--- src/hdl/dpd_pkg.sv ---
package dpd_pkg;

    localparam int DATA_WIDTH       = 32;
    localparam int FRAC_BITS        = 16;
    localparam int CORDIC_STEPS_DEF = 20;
    localparam int COEF_W           = 48;
    localparam int COEF_FRAC        = 16;
    localparam int WIDE_W           = 64;
    localparam int IDX_W            = 3;
    localparam int TRIG_FRAC        = 30;

    localparam logic [64:0] PI_Q62 = 65'h0C90FDAA22168C234;
    localparam logic [64:0] TWO_PI_Q =
        (PI_Q62 + (65'd1 << (60 - FRAC_BITS))) >> (61 - FRAC_BITS);
    localparam int ANG_W = $clog2(TWO_PI_Q);

    localparam int RED_U_W = DATA_WIDTH + 1;
    localparam logic [64:0] RED_OFS =
        ((65'd1 << (DATA_WIDTH - 1)) + TWO_PI_Q - 65'd1) / TWO_PI_Q * TWO_PI_Q;
    localparam logic [64:0] RED_RECIP = (65'd1 << RED_U_W) / TWO_PI_Q;
    localparam int RECIP_W = $clog2(RED_RECIP + 65'd1);

    localparam int ZW  = 36;
    localparam int XW  = 34;
    localparam int ZSH = TRIG_FRAC - FRAC_BITS;
    localparam logic [64:0] PI30   = (PI_Q62 + (65'd1 << 31)) >> 32;
    localparam logic [64:0] TWO30  = (PI_Q62 + (65'd1 << 30)) >> 31;
    localparam logic [64:0] HALF30 = (PI_Q62 + (65'd1 << 32)) >> 33;
    localparam logic [64:0] CORDIC_GAIN = 65'd652032874;

    localparam int MUL_LAT = 4;
    localparam int RED_LAT = 4;
    localparam int DIV_LAT = WIDE_W + 2;
    localparam int DEN_W   = COEF_W + TRIG_FRAC - COEF_FRAC;
    localparam int DS_SH   = 46 - FRAC_BITS;

    typedef logic signed [WIDE_W-1:0] wide_t;

    localparam wide_t WIDE_MAX = {1'b0, {(WIDE_W-1){1'b1}}};
    localparam wide_t WIDE_MIN = {1'b1, {(WIDE_W-1){1'b0}}};
    localparam wide_t DATA_MAX = (wide_t'(1) <<< (DATA_WIDTH - 1)) - wide_t'(1);
    localparam wide_t DATA_MIN = -DATA_MAX - wide_t'(1);

    typedef enum logic [IDX_W-1:0] {
        REG_COEF_A     = 3'd0,
        REG_COEF_B1    = 3'd1,
        REG_COEF_B     = 3'd2,
        REG_COEF_C     = 3'd3,
        REG_COEF_D     = 3'd4,
        REG_COEF_E     = 3'd5,
        REG_MASS_RATIO = 3'd6
    } cfg_reg_t;

    function automatic wide_t negsat(input wide_t a);
        return (a == WIDE_MIN) ? WIDE_MAX : -a;
    endfunction

    function automatic wide_t addsat(input wide_t a, input wide_t b);
        logic signed [WIDE_W:0] s;
        s = {a[WIDE_W-1], a} + {b[WIDE_W-1], b};
        if (s[WIDE_W] != s[WIDE_W-1])
            return s[WIDE_W] ? WIDE_MIN : WIDE_MAX;
        return s[WIDE_W-1:0];
    endfunction

    function automatic logic [DATA_WIDTH:0] clamp_data(input wide_t v);
        if (v > DATA_MAX)
            return {1'b1, DATA_MAX[DATA_WIDTH-1:0]};
        if (v < DATA_MIN)
            return {1'b1, DATA_MIN[DATA_WIDTH-1:0]};
        return {1'b0, v[DATA_WIDTH-1:0]};
    endfunction

    function automatic logic [63:0] atan_q30(input int idx);
        logic [63:0] sum;
        logic [63:0] term;
        sum = 64'd0;
        if (idx == 0)
            return 64'(((PI_Q62 >> 2) + (65'd1 << 31)) >> 32);
        for (int k = 0; (2 * k + 1) * idx < 63; k++)
        begin
            term = ((64'd1 << 62) >> ((2 * k + 1) * idx)) / 64'(2 * k + 1);
            if ((k % 2) == 1)
                sum = sum - term;
            else
                sum = sum + term;
        end
        return (sum + (64'd1 << 31)) >> 32;
    endfunction

endpackage

--- src/hdl/dpd_reduce.sv ---
module dpd_reduce
    import dpd_pkg::*;
(
    input  logic                         clk,
    input  logic                         en,
    input  logic signed [DATA_WIDTH-1:0] angle_in,
    output logic [ANG_W-1:0]             angle_out
);

    logic [RED_U_W-1:0]         u_reg, u_d1_reg;
    logic [RED_U_W+RECIP_W-1:0] prod_reg;
    logic [ANG_W:0]             rem_reg;
    logic [ANG_W-1:0]           angle_reg;
    logic [RECIP_W-1:0]         quot;
    logic [RED_U_W-1:0]         u_next;
    logic [ANG_W:0]             rem_next;

    assign u_next   = RED_U_W'(64'(angle_in) + 64'(RED_OFS));
    assign quot     = RECIP_W'(prod_reg >> RED_U_W);
    assign rem_next = (ANG_W+1)'(u_d1_reg - RED_U_W'(quot * TWO_PI_Q[RED_U_W-1:0]));

    always_ff @(posedge clk)
    begin
        if (en)
        begin
            u_reg     <= u_next;
            u_d1_reg  <= u_reg;
            prod_reg  <= u_reg * RED_RECIP[RECIP_W-1:0];
            rem_reg   <= rem_next;
            angle_reg <= (rem_reg >= TWO_PI_Q[ANG_W:0])
                       ? ANG_W'(rem_reg - TWO_PI_Q[ANG_W:0]) : ANG_W'(rem_reg);
        end
    end

    assign angle_out = angle_reg;

endmodule

--- config.mk ---
export PLATFORM = sky130hd
export DESIGN_NAME = dpd_reduce
export DESIGN_NICKNAME = d
export VERILOG_FILES = /design/src/hdl/dpd_pkg.sv /design/src/hdl/dpd_reduce.sv
export SDC_FILE = /design/constraint.sdc
export NUM_CORES = 1
export LEC_CHECK = 0
export ABC_AREA = 0
export CORE_MARGIN = 1.5
export CORE_UTILIZATION = 45
export DETAILED_ROUTE_END_ITERATION = 10
export DONT_BUFFER_PORTS = 1
export PLACE_DENSITY_LB_ADDON = 0.3
export SETUP_SLACK_MARGIN = 0.3
export SLEW_MARGIN = 20
export SYNTH_ARGS = -nofsm -noshare
export SYNTH_HDL_FRONTEND = slang
export SYNTH_SLANG_ARGS = --single-unit
--- constraint.sdc ---
create_clock -name clk -period 6.2 [get_ports clk]
set_clock_uncertainty 0.15 [all_clocks]
set_input_delay 0 -clock clk [delete_from_list [all_inputs] [get_ports clk]]
set_output_delay 0 -clock clk [all_outputs]
set_load 0.02 [all_outputs]
## Word level (Yosys, flattened, before mapping)

Cells that the tools add are included.

- Flip-flop bits (word level): 138
- Logic and storage cells: 12
- Input bits: 34

- $add $sub $neg: 3
- Magnitude comparators: 1
- Mux-type cells: 1
- $mul: 2

Operators with widths:

| operator | number |
|---|---|
| 33-bit by 13-bit multiplier with 46-bit output (second input constant) | 1 |
| 32-bit by 33-bit adder with 33-bit output (second input constant) | 1 |
| 20-bit by 19-bit greater-or-equal comparator with 1-bit output (second input constant) | 1 |
| 15-bit by 19-bit multiplier with 20-bit output (second input constant) | 1 |
| 20-bit subtractor | 1 |
| 19-bit 2-to-1 mux | 1 |
| 19-bit subtractor (second input constant) | 1 |

## Logic depth before layout (Yosys ltp)

Gate-level depths: netlist of the first run.

- Word-level depth: 2
- Gate-level depth with buffers: 21

## Worst setup path before layout of the first run

No wires, ideal clock.

- Path type: reg-to-reg
- Start point: register prod_reg[37]
- End point: register rem_reg[15] (data pin)
- Data arrival time: 5.499 ns
- Data required time: 5.791 ns
- Setup time: 0.259 ns
- Cell stages (with the launch flop): 21
- Period minus slack after synthesis: 5.908 ns
- Path slack: 0.292 ns
- Buffers on the path: 0
- Cells stage by stage: edfxtp_1 > inv_1 > fa_1 > inv_1 > fa_1 > inv_1 > ha_1 > fa_1 > inv_1 > fa_1 > inv_1 > fa_1 > inv_1 > ha_1 > a21o_1 > a221o_1 > a221o_1 > and2_4 > or3_1 > a21oi_2 > xnor2_1

- Word-level cells in the longest chain between the ends: 2

Ends and longest elaborated chain:

| element | RTL line | source |
|---|---|---|
| start, declared | dpd_reduce.sv:11 | `logic [RED_U_W+RECIP_W-1:0] prod_reg;` |
| start signal, assigned | dpd_reduce.sv:28 | `prod_reg <= u_reg * RED_RECIP[RECIP_W-1:0];` |
| 15-bit by 19-bit multiplier with 20-bit output | dpd_reduce.sv:20 | `assign rem_next = (ANG_W+1)'(u_d1_reg - RED_U_W'(quot * TWO_PI_Q[RED_U_W-1:0]));` |
| 20-bit subtractor | dpd_reduce.sv:20 |  |
| net rem_next[15] | dpd_reduce.sv:16 | `logic [ANG_W:0] rem_next;` |
| end signal, assigned | dpd_reduce.sv:29 | `rem_reg <= rem_next;` |
| end, declared | dpd_reduce.sv:12 | `logic [ANG_W:0] rem_reg;` |

The timed path passes the listed nets, and every way through them passes these cells.
A chain may end at the register's enable or synchronous reset.

## Final worst setup path of the first run

- Start point: register prod_reg[36]
- End point: register rem_reg[15] (data pin)

Same word-level chain as after synthesis.

==> results.py, run 1 <==
metrics = {
    "floorplan": {
        "floorplan.die.height_um": 191,
        "num_rows": 68,
        "initial_standard_cell_utilization_of_the_core_pct": 45.8,
        "die_area_mm2": 0.0364,
        "core_area_mm2": 0.0346,
        "die_x_um": 191,
        "ioPinCount": 53,
    },
    "layout": {
        "insertedDiodeCount": 0,
        "final_area_mm2": 0.0175,
        "final_net_count": 2146,
        "final_layout_size_suffix_gt1_share_pct": 5.28,
        "filler_cell_count": 3049,
        "area_delta_synth_final_pct": 10.5,
        "multi_input_gate_area_in_the_final_layout_mm2": 0.0109,
        "final_cell_count_no_fill": 2084,
        "largest_reg_flops": 33,
        "ff_latch_area_mm2": 0.00321,
    },
    "critical_path": {
        "critical_path_arrival_ns": 5.70,
        "cp.required_ns": 6.19,
        "critPathSlowestCell": "fa_2",
        "setup.worst_path.end_class": "flop",
        "critical_path_buf_inv_count": 5,
        "worst_path_largest_cell_delay_ns": 0.61,
        "crit_path_cell_trace": "fa_2 > inv_2 > fa_1 > inv_1 > ha_1 > fa_1 > inv_1 > fa_1 > inv_1 > fa_1 > inv_1 > ha_4 > a21o_1 > a221o_1 > a221o_1 > and2_4 > or3_4 > a21oi_2 > xnor2_1",
        "sort_of_element_at_the_start_of_the_critical_path": "flop",
        "critical_path_type": "flop to flop",
        "timing.critical_path.fanout_max": 5,
        "worst_path_dominant_cell_family": "adder cells",
    },
    "cts": {
        "clk_latency_ns": 0.39,
        "tritoncts_sink_count": 107,
        "clock_tree_from_tritoncts": "built",
        "tritoncts.num_buffers": 9,
        "max-clock-path-buffers": 2,
        "cts.reportedPaths.clkPinSlew_ns": 0.09,
        "ctsHtreeMaxLevel": 3,
        "clock_root_buffer": "clkbuf_16",
    },
    "outcome": {
        "outcome": "completed",
    },
    "logic_synthesis": {
        "synthFlopType": "edfxtp_1",
        "syn_avg_cell_area_um2": 10.3,
        "synth.yosys.seq_area_share_pct": 20.2,
        "post_synth_instance_area_mm2": 0.0159,
        "synthesis.nets": 2067,
        "post-synth-top-count-cell": "inv_1",
        "postSynthRegisterBits": 107,
        "post_synth_num_cell_types": 56,
        "synth-async-reset-ratio_pct": 0,
        "synth_top_cells_by_count": "inv_1 (486), fa_1 (252), ha_1 (236)",
        "area_share_of_the_largest_cell_type_after_synthesis_pct": 31.8,
        "synth-edff-count": 107,
        "total_of_warnings_raised_by_yosys": 0,
        "synthDominantAreaCellType": "fa_1",
        "synth_area_leaders": "fa_1 (32%), edfxtp_1 (20%), ha_1 (19%), inv_1 (11%), xnor2_1 (2.9%)",
        "syn_inst": 1545,
    },
    "timing": {
        "finalHoldViolations": 0,
        "final-setup-viol-count": 0,
        "rsz0062_at_grt": "true",
        "period_minus_ws_final_ns": 5.71,
        "fin_setup_tns_ns": 0,
        "final_min_period_over_clock_period_pct": 92.1,
        "worst_hold_slack_ns": 0.0582,
        "timing.max_slew.rel_slack_pct": 59.5,
        "worst_slew_pin_slew_ns": 0.604,
        "final_count_of_pins_violating_max_slew": 0,
        "max_clock_freq_mhz": 175,
    },
    "grt": {
        "grt_pass1_vias": 10900,
        "grt_overflow": 0,
        "grt_util_all_layers_pct": 18.6,
        "number_of_antenna_violations_at_the_first_check_in_global_routing": 0,
        "grt_max_degree": 108,
        "first_pass_grt_wire_length_um": 53200,
    },
    "worst_hold_path": {
        "hp-class": "primary input to flop",
    },
    "run": {
        "maxCapViolations": 0,
    },
    "detailed_routing": {
        "dr_total_vias": 10200,
        "drc": 0,
        "post_route_antenna_net_violation_count": 0,
        "detailedRoute.firstIterationViolations": 390,
        "aggregate_routed_wire_length_um": 31500,
        "routed_via_density": 4.89,
        "route.detailed.wl_per_inst_um": 15.1,
        "detail_route.first_pass.iterations": 7,
    },
    "placed_design": {
        "dpl.hpwl_um": 26900,
        "gp_congestion": 0.875,
        "placedCellCount": 2001,
        "postPlaceCellArea_mm2": 0.0165,
        "numPortBuffers": 0,
    },
}
[path summary, 6_finish.rpt]
| check | startpoint | to | slack [ns] | cells past startpoint |
|---|---|---|---|---|
| max | prod_reg[36] | rem_reg[15] | 0.49 | 19 |
| min | angle_in[27] | u_reg[31] | 0.06 | 4 |
| max reg2reg | prod_reg[36] | rem_reg[15] | 0.49 | 19 |
| min reg2reg | u_reg[10] | u_d1_reg[10] | 0.40 | 0 |
[final cells by class]
| cell class | instances | share of cell area (%) |
|---|---|---|
| tap | 455 | 3.24 |
| clock buffer | 9 | 1.28 |
| clock inverter | 7 | 0.506 |
| inverter | 487 | 10.4 |
| timing repair buffer | 75 | 4.09 |
| multi-input combinational | 944 | 62.1 |
| sequential | 107 | 18.3 |
[placed cells by master (no fill, tap or decap), types with 9 or more instances in the layout]
| cell | instances |
|---|---|
| clkbuf_16 | 9 |
| a21oi_1 | 58 |
| ha_1 | 232 |
| nor2_1 | 49 |
| o21ai_1 | 15 |
| dlygate4sd3_1 | 54 |
| xor2_1 | 35 |
| nand4_1 | 13 |
| buf_4 | 20 |
| a21o_1 | 16 |
| nand2_1 | 57 |
| nand3_1 | 23 |
| xnor2_1 | 53 |
| inv_2 | 24 |
| nor3_1 | 16 |
| fa_1 | 248 |
| and3_1 | 9 |
| o21ai_0 | 17 |
| inv_1 | 463 |
| edfxtp_1 | 107 |
[worst register-to-register path, stage by stage (launching register included)]
cell and delay [ns]:
edfxtp_1 0.43, fa_2 0.61, inv_2 0.06, fa_1 0.48
inv_1 0.04, ha_1 0.20, fa_1 0.50, inv_1 0.05
fa_1 0.47, inv_1 0.05, fa_1 0.52, inv_1 0.06
ha_4 0.26, a21o_1 0.18, a221o_1 0.33, a221o_1 0.35
and2_4 0.18, or3_4 0.32, a21oi_2 0.13, xnor2_1 0.07
[repair_timing]
item | in CTS | in global routing
buffers inserted | 0 | 12
endpoints found under the hold margin | 140 | 0
pin swaps | 1 | 6
cloned | 0 | 0
setup endpoints to repair | 5 | 13
hold buffers | 55 | 0
resized for setup | 4 | 36
[kinds of logic after synthesis]
group / after synthesis / synth area share, %
fa+ha+maj: 488 / 50.4
compound gates: 173 / 7.00
buf+inv: 494 / 11.7
flops: 107 / 20.2
mux: 2 / 0.134
simple gates: 193 / 5.70
xor+xnor: 88 / 4.85
[metrics by stage]
stage	utilization (%)	setup slack (ns)
2_1_floorplan	-	0.317
3_3_place_gp	47.6	0.277
6_report	50.7	0.489
4_1_cts	50.1	0.259
5_1_grt	50.7	0.273
3_5_place_dp	47.6	0.224
[metal layers]
layer,vias up,track usage [%],part of all wire (%)
met1,4980,24.3,47
met5,-,0,0
met2,173,32.1,49
met3,39,2.32,2.6
li1,4994,-,-
met4,0,5.81,2.1
Power of run 1 is not shown: default switching activity piles up to over one toggle a cycle in this logic, so the estimate is an artifact.
==> run 2, diff against run 1 <==
Clock period 6.2 ns to 5.05 ns, I/O delays scaled along.
==> run 2 against run 1 <==
The flow now finishes with violations (setup timing). Sequential share of layout area down 2.6 points. Via count up 9.1%. Worst setup slack worse by 1.1 ns.
==> results.py, run 2 (synthesized netlist as in run 1, its figures left out) <==
metrics = {
    "run": {
        "maxCapViolations": 0,
    },
    "floorplan": {
        "ioPinCount": 53,
        "floorplan.die.height_um": 191,
        "die_area_mm2": 0.0364,
        "initial_standard_cell_utilization_of_the_core_pct": 45.8,
        "die_x_um": 191,
        "core_area_mm2": 0.0346,
        "num_rows": 68,
    },
    "layout": {
        "final_net_count": 2394,
        "final_core_util_pct": 59.0,
        "most_common_cell_after_layout_fill_and_taps_aside": "inv_1",
        "layout_common_cells": "inv_1 (425), buf_4 (250), fa_1 (244), ha_1 (197), edfxtp_1 (107)",
        "largest_reg_flops": 33,
        "ff_latch_area_mm2": 0.00321,
        "final_area_mm2": 0.0204,
        "area_delta_synth_final_pct": 28.7,
        "filler_cell_count": 2843,
        "final_layout_size_suffix_gt1_share_pct": 26.1,
        "insertedDiodeCount": 0,
        "multi_input_gate_area_in_the_final_layout_mm2": 0.0119,
    },
    "critical_path": {
        "crit_path_cell_trace": "inv_2 > fa_1 > inv_2 > fa_1 > inv_2 > ha_4 > fa_1 > inv_1 > fa_1 > inv_1 > fa_1 > inv_2 > ha_4 > a21o_1 > a221o_1 > a221o_1 > and2_4 > or3_4 > a21oi_2 > xnor2_1",
        "worst_path_dominant_cell_family": "adder cells",
        "reg2regPathDepth": 20,
        "worst_path_largest_cell_delay_ns": 0.59,
        "rr_endpoint": "rem_reg[15]",
        "worst_r2r_startpoint": "prod_reg[37]",
        "reg2reg_setup_slack_ns": -0.60,
        "critical_path.most_common_cell": "fa_1",
        "critPathLaunch": "prod_reg[37]",
        "timing.critical_path.fanout_max": 3,
        "critical_path_type": "flop to flop",
        "critical_path_arrival_ns": 5.63,
        "setup.worst_path.end_class": "flop",
        "critical_path_buf_inv_count": 6,
        "cp.required_ns": 5.03,
        "sort_of_element_at_the_start_of_the_critical_path": "flop",
        "critPathSlowestCell": "fa_1",
    },
    "placed_design": {
        "dpl.hpwl_um": 28800,
        "numPortBuffers": 0,
        "postPlaceCellArea_mm2": 0.0186,
        "gp_congestion": 0.925,
    },
    "grt": {
        "grt_util_all_layers_pct": 20.2,
        "first_pass_grt_wire_length_um": 57800,
        "number_of_antenna_violations_at_the_first_check_in_global_routing": 0,
        "grt_overflow": 0,
        "grt_max_degree": 108,
        "grt_pass1_vias": 12200,
    },
    "timing": {
        "final-setup-viol-count": 25,
        "max_clock_freq_mhz": 177,
        "period_minus_ws_final_ns": 5.65,
        "timing.max_slew.rel_slack_pct": 55.9,
        "final_min_period_over_clock_period_pct": 112,
        "finalHoldViolations": 0,
        "postLayoutSetupSlackWorst_ns": -0.604,
        "final_count_of_pins_violating_max_slew": 0,
        "worst_slew_pin_slew_ns": 0.658,
        "rsz0062_at_grt": "true",
    },
    "detailed_routing": {
        "aggregate_routed_wire_length_um": 34600,
        "detailedRoute.firstIterationViolations": 305,
        "dr_total_vias": 11100,
        "detail_route.first_pass.iterations": 4,
        "drc": 0,
        "post_route_antenna_net_violation_count": 0,
        "route.detailed.wl_per_inst_um": 14.8,
        "routed_via_density": 4.77,
    },
    "cts": {
        "cts.reportedPaths.clkPinSlew_ns": 0.08,
        "clock_tree_from_tritoncts": "built",
        "max-clock-path-buffers": 2,
        "tritoncts.num_buffers": 9,
        "clk_latency_ns": 0.39,
        "ctsHtreeMaxLevel": 3,
        "clock_root_buffer": "clkbuf_16",
        "tritoncts_sink_count": 107,
    },
    "worst_hold_path": {
        "min_delay_path_depth": 4,
        "timing.hold.worst.start": "angle_in[19]",
        "hp-class": "primary input to flop",
        "worstHoldEndpoint": "u_reg[27]",
    },
    "outcome": {
        "failed_checks": "setup timing",
        "outcome": "finished with violations",
    },
}
-- run 2: cell count changes in the layout (fill, tap and decap cells not counted), moves of 16 or more --
cell and change:
buf_4 +230, inv_1 -38, inv_2 +38, ha_1 -35
ha_4 +33, a21oi_1 -22, a21oi_2 +17, buf_6 +16
-- run 2: repair_timing --
action                                 CTS  global route
setup endpoints to repair               26            28
endpoints found under the hold margin  140             0
pin swaps                               57            70
setup buffers                           24            24
gates resized for setup                 76            70
hold buffers                            56             0
gates cloned                             0             0
-- run 2: tightest hold or removal path, cell delays in order --
cell     delay (ns)
nand3_1        0.20
inv_2          0.06
nand2_1        0.08
xnor2_1        0.13
-- run 2: worst max-delay path by stage --
stage	to	slack, ns	depth (start not counted)
2_1_floorplan	rem_reg[15]	-0.57	20
3_3_place_gp	rem_reg[15]	-0.57	20
3_5_place_dp	rem_reg[19]	-0.68	21
4_1_cts	rem_reg[15]	-0.59	20
5_1_grt	rem_reg[15]	-0.81	20
6_report	rem_reg[15]	-0.60	20
-- run 2: per-stage QoR --
| step | setup WS (ns) | cells | hold slack, ns | setup TNS, ns |
|---|---|---|---|---|
| 3_5_place_dp | -0.677 | 2212 | -0.0511 | -7.62 |
| 4_1_cts | -0.593 | 2308 | 0.0210 | -5.69 |
| 2_1_floorplan | -0.572 | 1545 | -0.0511 | -1.65 |
| 5_1_grt | -0.811 | 2332 | 0.0774 | -11.52 |
| 3_3_place_gp | -0.569 | 2212 | -0.0511 | -5.68 |
| 6_report | -0.604 | 2332 | 0.0499 | -6.62 |
-- run 2: layer usage --
metal	vias up	routed length [µm]	GRT usage, %
met4	0	688	6.15
met3	46	706	2.69
met5	-	0	0
met1	5444	15200	24.8
li1	5492	-	-
met2	134	18000	36.6
-- run 2: layout make-up --
class	count	area share (%)
tap	455	2.79
multi-input combinational	944	58.1
sequential	107	15.7
inverter	487	8.94
clock inverter	7	0.355
clock buffer	9	1.10
timing repair buffer	323	13.0
Power of run 2 is left out for the same reason.
==> run 3, diff against run 2 <==
Settings changed: SETUP_SLACK_MARGIN 0.3 to 0.4.
==> run 3 against run 2 <==
The flow still finishes with violations (setup timing). Sequential share of layout area hardly changed. Critical path depth is 1 lower. Via count is 0.85% lower. Non-clock buffer count stayed put. Maximum frequency is 0.60% higher. Utilization is 0.10 points lower. Highest routed layer unchanged. Hold slack better by 0.0084 ns.
==> results.py, run 3 (synthesized netlist as in run 1, its figures left out) <==
metrics = {
    "critical_path": {
        "worst_path_largest_cell_delay_ns": 0.60,
        "sort_of_element_at_the_start_of_the_critical_path": "flop",
        "cp_num_cells": 19,
        "reg2regPathDepth": 19,
        "critPathSlowestCell": "fa_1",
        "reg2reg_setup_slack_ns": -0.57,
        "critical_path.most_common_cell": "fa_1",
        "crit_path_cell_trace": "fa_1 > inv_2 > fa_1 > inv_2 > ha_4 > fa_1 > inv_1 > fa_1 > inv_2 > fa_1 > inv_2 > ha_4 > a21o_1 > a221o_1 > a221o_1 > and2_4 > or3_4 > a21oi_2 > xnor2_1",
        "timing.critical_path.fanout_max": 3,
        "cp.required_ns": 5.05,
        "critical_path_arrival_ns": 5.62,
        "critical_path_type": "flop to flop",
        "critical_path_buf_inv_count": 5,
        "setup.worst_path.end_class": "flop",
        "worst_path_dominant_cell_family": "adder cells",
    },
    "cts": {
        "clock_root_buffer": "clkbuf_16",
        "clock_tree_from_tritoncts": "built",
        "max-clock-path-buffers": 2,
        "tritoncts.num_buffers": 9,
        "cts.reportedPaths.clkPinSlew_ns": 0.08,
        "tritoncts_sink_count": 107,
        "clk_latency_ns": 0.39,
        "ctsHtreeMaxLevel": 3,
    },
    "floorplan": {
        "die_area_mm2": 0.0364,
        "num_rows": 68,
        "floorplan.die.height_um": 191,
        "ioPinCount": 53,
        "initial_standard_cell_utilization_of_the_core_pct": 45.8,
        "die_x_um": 191,
        "core_area_mm2": 0.0346,
    },
    "detailed_routing": {
        "detailedRoute.firstIterationViolations": 286,
        "post_route_antenna_net_violation_count": 0,
        "aggregate_routed_wire_length_um": 33800,
        "route.detailed.wl_per_inst_um": 14.5,
        "detail_route.first_pass.iterations": 4,
        "drc": 0,
        "routed_via_density": 4.73,
        "dr_total_vias": 11000,
    },
    "timing": {
        "final-setup-viol-count": 21,
        "timing.max_slew.rel_slack_pct": 57.4,
        "postLayoutSetupSlackWorst_ns": -0.570,
        "rsz0062_at_grt": "true",
        "fin_setup_tns_ns": -5.28,
        "max_clock_freq_mhz": 178,
        "worst_slew_pin_slew_ns": 0.636,
        "worst_hold_slack_ns": 0.0583,
        "period_minus_ws_final_ns": 5.62,
        "final_count_of_pins_violating_max_slew": 0,
        "finalHoldViolations": 0,
        "final_min_period_over_clock_period_pct": 111,
    },
    "grt": {
        "grt_max_degree": 108,
        "first_pass_grt_wire_length_um": 57200,
        "grt_util_all_layers_pct": 19.9,
        "grt_pass1_vias": 12100,
        "grt_overflow": 0,
        "number_of_antenna_violations_at_the_first_check_in_global_routing": 0,
    },
    "worst_hold_path": {
        "min_delay_path_depth": 4,
        "hp-class": "primary input to flop",
    },
    "layout": {
        "area_delta_synth_final_pct": 28.5,
        "filler_cell_count": 2812,
        "final_net_count": 2394,
        "layout_common_cells": "inv_1 (428), buf_4 (249), fa_1 (243), ha_1 (199), edfxtp_1 (107)",
        "multi_input_gate_area_in_the_final_layout_mm2": 0.0118,
        "final_area_mm2": 0.0204,
        "ff_latch_area_mm2": 0.00321,
        "final_layout_size_suffix_gt1_share_pct": 26.1,
        "largest_reg_flops": 33,
        "most_common_cell_after_layout_fill_and_taps_aside": "inv_1",
        "final_cell_count_no_fill": 2332,
        "insertedDiodeCount": 0,
    },
    "placed_design": {
        "postPlaceCellArea_mm2": 0.0185,
        "numPortBuffers": 0,
        "dpl.hpwl_um": 28300,
        "placedCellCount": 2202,
        "gp_congestion": 0.919,
    },
    "outcome": {
        "failed_checks": "setup timing",
        "outcome": "finished with violations",
    },
    "run": {
        "maxCapViolations": 0,
    },
}
[run 3: final cells by class]
cell class | count | share of cell area, %
flip-flops and latches | 107 | 15.7
inverters | 487 | 8.96
repair buffers | 323 | 13.0
clock inverters | 6 | 0.337
well taps | 455 | 2.79
multi-input cells | 944 | 58.1
clock buffers | 10 | 1.12
[run 3: stage by stage]
step | utilization, % | setup slack (ns)
after CTS | 58.0 | -0.588
after global routing | 58.9 | -0.742
final | 58.9 | -0.570
after detailed placement | 53.5 | -0.652
after global placement | 53.5 | -0.570
after floorplan | - | -0.572
[run 3: final timing paths]
check	startpoint	endpoint
max	prod_reg[36]	rem_reg[15]
min	angle_in[14]	u_reg[18]
max reg2reg	prod_reg[36]	rem_reg[15]
min reg2reg	rem_reg[16]	angle_out[16]
[run 3: what timing repair did]
| action | CTS | global route |
|---|---|---|
| setup buffers | 37 | 20 |
| resized for setup | 98 | 37 |
| endpoints found under the setup margin | 27 | 28 |
| pin swaps | 90 | 61 |
| endpoints found under the hold margin | 140 | 0 |
| hold buffers | 57 | 0 |
[run 3: per-layer routing]
| metal | share of wire (%) | wire [µm] | GRT usage (%) |
|---|---|---|---|
| met1 | 45 | 15100 | 25.0 |
| met2 | 52 | 17500 | 35.8 |
| met3 | 1.9 | 640 | 2.34 |
| met4 | 1.8 | 624 | 5.97 |
| met5 | 0 | 0 | 0 |
[run 3: worst min-delay path, cell delays in order]
cell     delay (ns)
nand3_1        0.05
a21oi_1        0.06
o21ai_1        0.22
xor2_1         0.09
Power of run 3 is left out for the same reason.
